==> src/wfgdd_pkg.sv <==
// ----------------------------------------------------------------------------
// Wait-for-graph deadlock detector package
// Request codes, sequencer states and the result word layout.
// ----------------------------------------------------------------------------
package wfgdd_pkg;

  // Request kinds carried on the input tuser lane.
  typedef enum logic [1:0] {
    ACT_WAIT  = 2'd0,
    ACT_HOLD  = 2'd1,
    ACT_CLEAR = 2'd2,
    ACT_CHECK = 2'd3
  } action_t;

  typedef enum logic [2:0] {
    ST_IDLE,
    ST_UPD,
    ST_HOP_ROW,
    ST_HOP_COL,
    ST_FREE_ROW,
    ST_FREE_COL,
    ST_FREE_EMIT,
    ST_NONE
  } state_t;

  // Width of the process and resource fields on the ports.
  localparam int FIELD_W = 3;

  // At most this many holds are released by a single check.
  localparam int MAX_FREED = 8;

  typedef struct packed {
    logic               found;
    logic [FIELD_W-1:0] victim;
    logic [FIELD_W-1:0] freed;
    logic               valid;
    logic               last;
  } result_t;

endpackage

==> src/wfgdd_lowest.sv <==
// ----------------------------------------------------------------------------
// Lowest set bit finder
// Priority encoder that returns the index of the lowest set bit of a vector.
// ----------------------------------------------------------------------------
module wfgdd_lowest #(
  parameter int N = 8
) (
  input  logic [N-1:0]                        vec,
  output logic                                found,
  output logic [((N > 1) ? $clog2(N) : 1)-1:0] idx
);

  localparam int IW = (N > 1) ? $clog2(N) : 1;

  always_comb begin
    found = |vec;
    idx   = '0;
    for (int i = N - 1; i >= 0; i--) begin
      if (vec[i]) begin
        idx = IW'(i);
      end
    end
  end

endmodule

==> src/wait_for_graph_deadlock_detector.sv <==
// ----------------------------------------------------------------------------
// Wait-for-graph deadlock detector
// Claim table of processes against resources with an iterative cycle check.
// ----------------------------------------------------------------------------
// The block keeps, for PROCS processes and PROCS resources, whether each
// process waits for or holds each resource. An update word (wait, hold or
// clear) rewrites a row and a column and gives no result; an update whose
// process or resource index is PROCS or more is dropped. A check word walks
// the wait-for chain from every start process, lowest first: each hop takes
// the lowest resource the current process waits for and then the lowest
// process holding it. A walk that comes back to its start preempts that
// process: up to eight of its holds are released, lowest resource first,
// with one result word each. A check that finds no cycle gives a single
// word with every field zero and tlast set. The table lives in two simple
// dual-port memories, one row per process (wait and hold bits) and one
// column per resource (hold bits), with one valid bit per row and column so
// that reset clears the table at once. One priority encoder is shared by the
// hops and releases. Each hop is a row read then a column read; each release
// is a column read then a column write, held while the output stalls. The
// input is not ready while a word is in progress; a finished result waits in
// the output register without blocking the next input word.
// ----------------------------------------------------------------------------
module wait_for_graph_deadlock_detector #(
  parameter int PROCS = 8
) (
  input  logic       clk,
  input  logic       rst_n,
  // Input words.
  input  logic       in_tvalid,
  output logic       in_tready,
  input  logic [7:0] in_tdata,   // [2:0] process_index, [5:3] resource_index
  input  logic [1:0] in_tuser,   // [1:0] action
  // Result words.
  output logic       out_tvalid,
  input  logic       out_tready,
  output logic [7:0] out_tdata,  // [2:0] victim_process, [5:3] freed_resource
  output logic [1:0] out_tuser,  // [0] deadlock_found, [1] freed_valid
  output logic       out_tlast   // last
);

  import wfgdd_pkg::*;

  localparam int IW = $clog2(PROCS);
  localparam int XW = (IW > FIELD_W) ? IW : FIELD_W;

  // Input field decode.
  logic [FIELD_W-1:0] fld_p;
  logic [FIELD_W-1:0] fld_r;
  logic [XW-1:0]      p_ext;
  logic [XW-1:0]      r_ext;
  logic [IW-1:0]      p_idx;
  logic [IW-1:0]      r_idx;
  logic               in_range;
  logic               in_fire;
  action_t            in_act;

  assign fld_p    = in_tdata[FIELD_W-1:0];
  assign fld_r    = in_tdata[2*FIELD_W-1:FIELD_W];
  assign p_ext    = XW'(fld_p);
  assign r_ext    = XW'(fld_r);
  assign p_idx    = p_ext[IW-1:0];
  assign r_idx    = r_ext[IW-1:0];
  assign in_range = (32'(fld_p) < 32'(PROCS)) && (32'(fld_r) < 32'(PROCS));
  assign in_act   = action_t'(in_tuser);

  // Sequencer state.
  state_t             state_r, state_nxt;
  logic [IW-1:0]      s_r, s_nxt;         // current start process
  logic [IW-1:0]      hop_r, hop_nxt;     // hops taken in the current walk
  logic [PROCS-1:0]   hmask_r, hmask_nxt; // victim holds not yet released
  logic [PROCS-1:0]   wkeep_r, wkeep_nxt; // victim wait bits, written back as is
  logic [2:0]         cnt_r, cnt_nxt;     // results given by this check
  logic [IW-1:0]      upd_p_r;
  logic [IW-1:0]      upd_r_r;
  action_t            upd_act_r;

  // Row memory: [PROCS-1:0] wait bits, [2*PROCS-1:PROCS] hold bits.
  logic [2*PROCS-1:0] row_mem [PROCS];
  logic [PROCS-1:0]   row_vld_r;
  logic [2*PROCS-1:0] row_rdata_r;
  logic               row_rvld_r;
  logic [2*PROCS-1:0] row_data;
  logic [IW-1:0]      row_raddr;
  logic               row_we;
  logic [IW-1:0]      row_waddr;
  logic [2*PROCS-1:0] row_wdata;

  // Column memory: bit k set when process k holds the resource.
  logic [PROCS-1:0]   col_mem [PROCS];
  logic [PROCS-1:0]   col_vld_r;
  logic [PROCS-1:0]   col_rdata_r;
  logic               col_rvld_r;
  logic [PROCS-1:0]   col_data;
  logic [IW-1:0]      col_raddr;
  logic               col_we;
  logic [IW-1:0]      col_waddr;
  logic [PROCS-1:0]   col_wdata;

  // Shared priority encoder.
  logic [PROCS-1:0]   enc_vec;
  logic               enc_found;
  logic [IW-1:0]      enc_idx;

  // Output register.
  logic               out_valid_r;
  result_t            res_r;
  result_t            res;
  logic               out_load;
  logic               slot_free;

  // Scratch values of the sequencer.
  logic [PROCS-1:0]   wait_bits;
  logic [PROCS-1:0]   hold_bits;
  logic [PROCS-1:0]   col_bits;
  logic [PROCS-1:0]   rest;
  logic               last_f;
  logic               go_next;

  assign in_tready = (state_r == ST_IDLE);
  assign in_fire   = in_tvalid && in_tready;
  assign slot_free = !out_valid_r || out_tready;

  // An entry that was never written since reset reads as no claim.
  assign row_data = row_rvld_r ? row_rdata_r : '0;
  assign col_data = col_rvld_r ? col_rdata_r : '0;

  wfgdd_lowest #(
    .N (PROCS)
  ) u_lowest (
    .vec   (enc_vec),
    .found (enc_found),
    .idx   (enc_idx)
  );

  always_ff @(posedge clk) begin
    if (row_we) begin
      row_mem[row_waddr] <= row_wdata;
    end
    row_rdata_r <= row_mem[row_raddr];
    if (col_we) begin
      col_mem[col_waddr] <= col_wdata;
    end
    col_rdata_r <= col_mem[col_raddr];
  end

  always_ff @(posedge clk) begin
    if (!rst_n) begin
      row_vld_r  <= '0;
      col_vld_r  <= '0;
      row_rvld_r <= 1'b0;
      col_rvld_r <= 1'b0;
    end else begin
      if (row_we) begin
        row_vld_r[row_waddr] <= 1'b1;
      end
      if (col_we) begin
        col_vld_r[col_waddr] <= 1'b1;
      end
      row_rvld_r <= row_vld_r[row_raddr];
      col_rvld_r <= col_vld_r[col_raddr];
    end
  end

  always_ff @(posedge clk) begin
    if (!rst_n) begin
      state_r <= ST_IDLE;
      s_r     <= '0;
      hop_r   <= '0;
      cnt_r   <= '0;
    end else begin
      state_r <= state_nxt;
      s_r     <= s_nxt;
      hop_r   <= hop_nxt;
      cnt_r   <= cnt_nxt;
    end
  end

  always_ff @(posedge clk) begin
    hmask_r <= hmask_nxt;
    wkeep_r <= wkeep_nxt;
    if (in_fire) begin
      upd_p_r   <= p_idx;
      upd_r_r   <= r_idx;
      upd_act_r <= in_act;
    end
  end

  always_ff @(posedge clk) begin
    if (!rst_n) begin
      out_valid_r <= 1'b0;
    end else if (out_load) begin
      out_valid_r <= 1'b1;
    end else if (out_tready) begin
      out_valid_r <= 1'b0;
    end
  end

  always_ff @(posedge clk) begin
    if (out_load) begin
      res_r <= res;
    end
  end

  always_comb begin
    state_nxt = state_r;
    s_nxt     = s_r;
    hop_nxt   = hop_r;
    hmask_nxt = hmask_r;
    wkeep_nxt = wkeep_r;
    cnt_nxt   = cnt_r;
    row_raddr = s_r;
    col_raddr = '0;
    row_we    = 1'b0;
    row_waddr = s_r;
    row_wdata = '0;
    col_we    = 1'b0;
    col_waddr = '0;
    col_wdata = '0;
    out_load  = 1'b0;
    res       = '0;
    enc_vec   = '0;
    wait_bits = row_data[PROCS-1:0];
    hold_bits = row_data[2*PROCS-1:PROCS];
    col_bits  = col_data;
    rest      = hmask_r;
    last_f    = 1'b0;
    go_next   = 1'b0;

    case (state_r)
      ST_IDLE: begin
        if (in_fire) begin
          if (in_act == ACT_CHECK) begin
            s_nxt     = '0;
            hop_nxt   = '0;
            row_raddr = '0;
            state_nxt = ST_HOP_ROW;
          end else if (in_range) begin
            row_raddr = p_idx;
            col_raddr = r_idx;
            state_nxt = ST_UPD;
          end
        end
      end

      ST_UPD: begin
        // Read-modify-write of one row and one column of the table.
        wait_bits[upd_r_r] = (upd_act_r == ACT_WAIT);
        hold_bits[upd_r_r] = (upd_act_r == ACT_HOLD);
        col_bits[upd_p_r]  = (upd_act_r == ACT_HOLD);
        row_we    = 1'b1;
        row_waddr = upd_p_r;
        row_wdata = {hold_bits, wait_bits};
        col_we    = 1'b1;
        col_waddr = upd_r_r;
        col_wdata = col_bits;
        state_nxt = ST_IDLE;
      end

      ST_HOP_ROW: begin
        enc_vec = wait_bits;
        if (!enc_found) begin
          go_next = 1'b1;
        end else begin
          col_raddr = enc_idx;
          state_nxt = ST_HOP_COL;
        end
      end

      ST_HOP_COL: begin
        enc_vec = col_bits;
        if (!enc_found) begin
          go_next = 1'b1;
        end else if (enc_idx == s_r) begin
          row_raddr = s_r;
          state_nxt = ST_FREE_ROW;
        end else if (hop_r == IW'(PROCS - 1)) begin
          go_next = 1'b1;
        end else begin
          hop_nxt   = hop_r + 1'b1;
          row_raddr = enc_idx;
          state_nxt = ST_HOP_ROW;
        end
      end

      ST_FREE_ROW: begin
        hmask_nxt = hold_bits;
        wkeep_nxt = wait_bits;
        cnt_nxt   = '0;
        state_nxt = ST_FREE_COL;
      end

      ST_FREE_COL: begin
        enc_vec   = hmask_r;
        col_raddr = enc_idx;
        state_nxt = ST_FREE_EMIT;
      end

      ST_FREE_EMIT: begin
        enc_vec   = hmask_r;
        col_raddr = enc_idx;
        if (slot_free) begin
          rest[enc_idx]  = 1'b0;
          col_bits[s_r]  = 1'b0;
          last_f         = (rest == '0) || (cnt_r == 3'(MAX_FREED - 1));
          col_we         = 1'b1;
          col_waddr      = enc_idx;
          col_wdata      = col_bits;
          out_load       = 1'b1;
          res.found      = 1'b1;
          res.victim     = FIELD_W'(s_r);
          res.freed      = FIELD_W'(enc_idx);
          res.valid      = 1'b1;
          res.last       = last_f;
          hmask_nxt      = rest;
          cnt_nxt        = cnt_r + 1'b1;
          if (last_f) begin
            // Holds beyond the release limit stay in the row.
            row_we    = 1'b1;
            row_waddr = s_r;
            row_wdata = {rest, wkeep_r};
            state_nxt = ST_IDLE;
          end else begin
            state_nxt = ST_FREE_COL;
          end
        end
      end

      ST_NONE: begin
        if (slot_free) begin
          out_load  = 1'b1;
          res.last  = 1'b1;
          state_nxt = ST_IDLE;
        end
      end

      default: begin
        state_nxt = ST_IDLE;
      end
    endcase

    // The walk from this start ended without a cycle: move to the next start.
    if (go_next) begin
      if (s_r == IW'(PROCS - 1)) begin
        state_nxt = ST_NONE;
      end else begin
        s_nxt     = s_r + 1'b1;
        hop_nxt   = '0;
        row_raddr = s_r + 1'b1;
        state_nxt = ST_HOP_ROW;
      end
    end
  end

  assign out_tvalid = out_valid_r;
  assign out_tdata  = {2'b00, res_r.freed, res_r.victim};
  assign out_tuser  = {res_r.valid, res_r.found};
  assign out_tlast  = res_r.last;

endmodule

==> config.mk <==
export PLATFORM = sky130hd
export DESIGN_NAME = wait_for_graph_deadlock_detector
export DESIGN_NICKNAME = d
export VERILOG_FILES = /design/src/wfgdd_pkg.sv /design/src/wfgdd_lowest.sv /design/src/wait_for_graph_deadlock_detector.sv
export SDC_FILE = /design/constraint.sdc
export NUM_CORES = 1
export LEC_CHECK = 0
export ABC_AREA = 0
export BUFFER_PORTS_ARGS = -buffer_cell sky130_fd_sc_hd__buf_2
export CELL_PAD_IN_SITES_DETAIL_PLACEMENT = 0
export CELL_PAD_IN_SITES_GLOBAL_PLACEMENT = 1
export CORE_MARGIN = 2
export CORE_UTILIZATION = 50
export DETAILED_ROUTE_END_ITERATION = 10
export PLACE_DENSITY_LB_ADDON = 0.1
export REMOVE_ABC_BUFFERS = 1
export SETUP_SLACK_MARGIN = 0.02
export SYNTH_ARGS = -nofsm -noshare
export SYNTH_HDL_FRONTEND = slang
export SYNTH_SLANG_ARGS = --single-unit
==> constraint.sdc <==
create_clock -name clk -period 5.75 [get_ports clk]
set_input_delay 1.15 -clock clk [delete_from_list [all_inputs] [get_ports clk]]
set_output_delay 1.15 -clock clk [all_outputs]
set_load 0.02 [all_outputs]
==> impl_metrics.yaml <==
grt:
  grt_antenna_before_repair: 0
  grt_max_degree: 68
  first_global_vias: 7791
  track_usage: 0.2191
  grt_pass1_wl_um: 44090
  grt-ovfl-total: 0
floorplan:
  start_util: 0.5116
  io_pins: 27
  die_w_um: 162.2
  core_um2: 24460
  rows: 57
  dieArea_um2: 26310
  die_y_um: 162.2
drt:
  routed.top_layer: "met4"
  drt_iter0_markers: 641
  wl_met2_um: 13080
  met1Wirelength_um: 13180
  wire_per_inst_um: 20.35
  vias_per_cell: 5.774
  drcViolationCount: 0
  routed_wl_um: 28220
  wl_met3_um: 1284
  first_pass_iters: 8
  vias: 8009
  postRouteAntennaNets: 0
final_layout:
  nNetsFinal: 1060
  fill_cells: 2047
  drive_gt1_frac: 0.1345
  n_antenna_cell: 0
  area_delta_synth_final_pct: 11.10
power:
  p_int_mw: 4.564
  p_leak_nw: 4.781
  swShare: 0.3492
  seqPwrFrac: 0.392
  p_clk_frac: 0.253
  net-switching-power_mw: 2.449
  power_frac_comb: 0.355
  ir_worst_vdd_uv: 312.5
  powerDensity_nw_per_um2: 504.3
logic_synthesis:
  syn_inst: 1017
  synth_xor_area_frac: 0.002599
  ys.flop_type: "edfxtp_1"
  avgSynthCellArea_um2: 12.31
  synth_fa_ha_area_frac: 0.004999
  synthMuxAreaShare: 0.1036
  syn-cell-area_um2: 12520
  synth_cell_types: 83
  synth_top_family_by_area: "simple AND/OR/NAND/NOR gates"
  ys_seq_elements: 279
  synth_warnings: 0
  synth-simple-area-share: 0.1250
  synth-compound-area-share: 0.1096
  synth-edff-count: 224
  ys_seq_area_frac: 0.6254
  synth-async-reset-ratio: 0
placement:
  io_buffers: 22
  hpwl_um: 18330
  gp_congestion: 0.9119
  place_worst_setup_slack_ns: 1.239
timing:
  min_period_over_period: 0.8023
  fin_ws_ns: 1.137
  setup_violations: 0
  drv_slew: 0
  tightest_slew_ns: 1.044
  period_needed_ns: 4.613
  rsz0062_at_grt: "no"
  hold_slack_ns: 0.4625
  fmax_mhz: 216.8
  maxSlewHeadroom: 0.3023
  fin_skew_ns: 0.02023
  hold_viol: 0
clock_network:
  cts_resized: 0
  cts_tree: "yes"
  htreeDepth: 1
  path_clk_slew_ns: 0.06
  post-cts-setup-buffers: 0
  cts_buffers: 28
  cts.sinks: 279
  clock_path_buffers: 3
  clk-insertion-delay-late_ns: 0.54
  clockRootBuffer: "clkbuf_16"
  hold_buffers: 0
worst_setup_path:
  start_kind: "flop"
  arrival_ns: 4.81
  rr_worst_depth: 12
  cp-end-kind: "flop"
  path_max_fanout: 16
  timing_worst_setup_path_type: "flop to flop"
  crit_required_ns: 5.95
outcome:
  status: "completed"
min_path:
  hp-class: "flop to flop"
  hold_depth: 1
job:
  maxCapViolCount: 0
-- stage by stage --
stage / TNS, ns / std cells / util / cell area, um^2 / power [mW]
after floorplan: -19.61 / 962 / - / 12220 / 4.585
final: 0 / 1387 / 0.5684 / 13900 / 7.013
after global routing: 0 / 1387 / 0.5684 / 13900 / 7.376
after CTS: 0 / 1387 / 0.5684 / 13900 / 7.066
after detailed placement: 0 / 1335 / 0.5310 / 12990 / 5.289
after global placement: 0 / 1335 / 0.5310 / 12990 / 5.275
-- metal layers --
metal / vias up / GRT usage
met5: - / 0
met4: 0 / 0.05390
met3: 52 / 0.03039
met2: 176 / 0.3557
met1: 3937 / 0.3145
li1: 3844 / -
-- Yosys cell counts, types with 3 or more instances --
cell type | instances | area share
a21oi_1 | 23 | 0.0092
a22o_1 | 8 | 0.0056
a22oi_1 | 5 | 0.0030
a31oi_1 | 13 | 0.0065
a32o_1 | 5 | 0.0040
a32oi_1 | 6 | 0.0042
and2_1 | 9 | 0.0045
and3_1 | 5 | 0.0025
and4b_1 | 3 | 0.0024
buf_2 | 4 | 0.0016
buf_4 | 8 | 0.0048
buf_6 | 6 | 0.0054
clkbuf_1 | 37 | 0.011
dfxtp_1 | 55 | 0.088
edfxtp_1 | 224 | 0.54
ha_1 | 5 | 0.0050
inv_1 | 13 | 0.0039
mux2_2 | 16 | 0.014
mux2_4 | 7 | 0.0084
mux2i_1 | 101 | 0.081
nand2_1 | 92 | 0.028
nand2b_1 | 7 | 0.0035
nand3_1 | 41 | 0.016
nand3b_1 | 6 | 0.0036
nand4_1 | 3 | 0.0015
nor2_1 | 137 | 0.041
nor2b_1 | 8 | 0.0040
nor3_1 | 3 | 0.0012
nor3b_1 | 6 | 0.0036
o211ai_1 | 14 | 0.0084
o21a_1 | 12 | 0.0072
o21ai_0 | 49 | 0.020
o21ai_1 | 8 | 0.0032
o22ai_1 | 16 | 0.0080
o31ai_1 | 3 | 0.0018
or3_1 | 4 | 0.0020
-- cell families (layout without fill, tap and decap cells) --
kind of cell / after synthesis / after routing
AND/OR/NAND/NOR: 338 / 338
flip-flops: 279 / 279
AO/OA/AOI/OAI: 197 / 197
multiplexers: 124 / 124
buffers and inverters: 71 / 116
adder cells (fa/ha/maj): 5 / 5
XOR/XNOR: 2 / 2
other: 1 / 2
-- path summary, 6_finish.rpt --
path	startpoint	end	slack, ns
setup / recovery	state_r[2]$_SDFFE_PN0P_	row_mem[4][4]$_DFFE_PP_	1.14
hold / removal	row_vld_r[3]$_SDFFE_PN0P_	row_vld_r[3]$_SDFFE_PN0P_	0.46
setup reg to reg	state_r[2]$_SDFFE_PN0P_	row_mem[4][4]$_DFFE_PP_	1.14
hold reg to reg	row_vld_r[3]$_SDFFE_PN0P_	row_vld_r[3]$_SDFFE_PN0P_	0.46
-- registers in the layout (all words and copies together), names as in the netlist, 8 cells and up --
| signal | cells |
|---|---|
| col_mem | 64 |
| row_mem | 128 |
| hmask_r | 8 |
| row_vld_r | 8 |
| wkeep_r | 8 |
| row_rdata_r | 16 |
| col_rdata_r | 8 |
| col_vld_r | 8 |
-- critical path, cell delays in order, from the launching register on --
cell      delay [ns]
dfxtp_1         0.45
buf_4           0.26
and4bb_1        0.38
a22oi_1         0.12
a221o_1         0.37
a211oi_2        0.46
o21ai_1         0.31
o31ai_1         0.40
a41oi_2         0.30
nor2_4          0.33
a21oi_1         0.22
nor2_2          0.30
buf_4           0.37
-- layout make-up --
cell class / count / area (um^2) / share of cell area
inverter: 15 / 56.30 / 0.004049
tap: 324 / 405.4 / 0.02916
multi-input combinational: 668 / 4374 / 0.3146
sequential: 279 / 7828 / 0.5629
clock buffer: 50 / 905.9 / 0.06515
timing repair buffer: 49 / 325.3 / 0.02340
clock inverter: 2 / 10.01 / 0.0007199
-- cells in the final DEF, fill, tap and decap left out, drive strengths merged, types with 15 or more instances in the layout --
cell | netlist | final
nand2 | 92 | 92
o211ai | 15 | 15
clkbuf | 37 | 50
nor2 | 139 | 139
mux2i | 101 | 101
o21ai | 58 | 58
edfxtp | 224 | 224
mux2 | 23 | 23
buf | 19 | 49
a21oi | 23 | 23
nand3 | 42 | 42
o22ai | 16 | 16
dfxtp | 55 | 55
-- power by group through the flow --
stage | Clock (mW) | Combinational [mW] | Sequential [mW]
final | 1.77 | 2.49 | 2.75
after global routing | 1.87 | 2.73 | 2.78
after CTS | 1.81 | 2.52 | 2.74
after detailed placement | 0 | 2.51 | 2.78
after global placement | 0 | 2.49 | 2.78
after floorplan | 0 | 1.88 | 2.70
(Power assumes the default switching activity.)
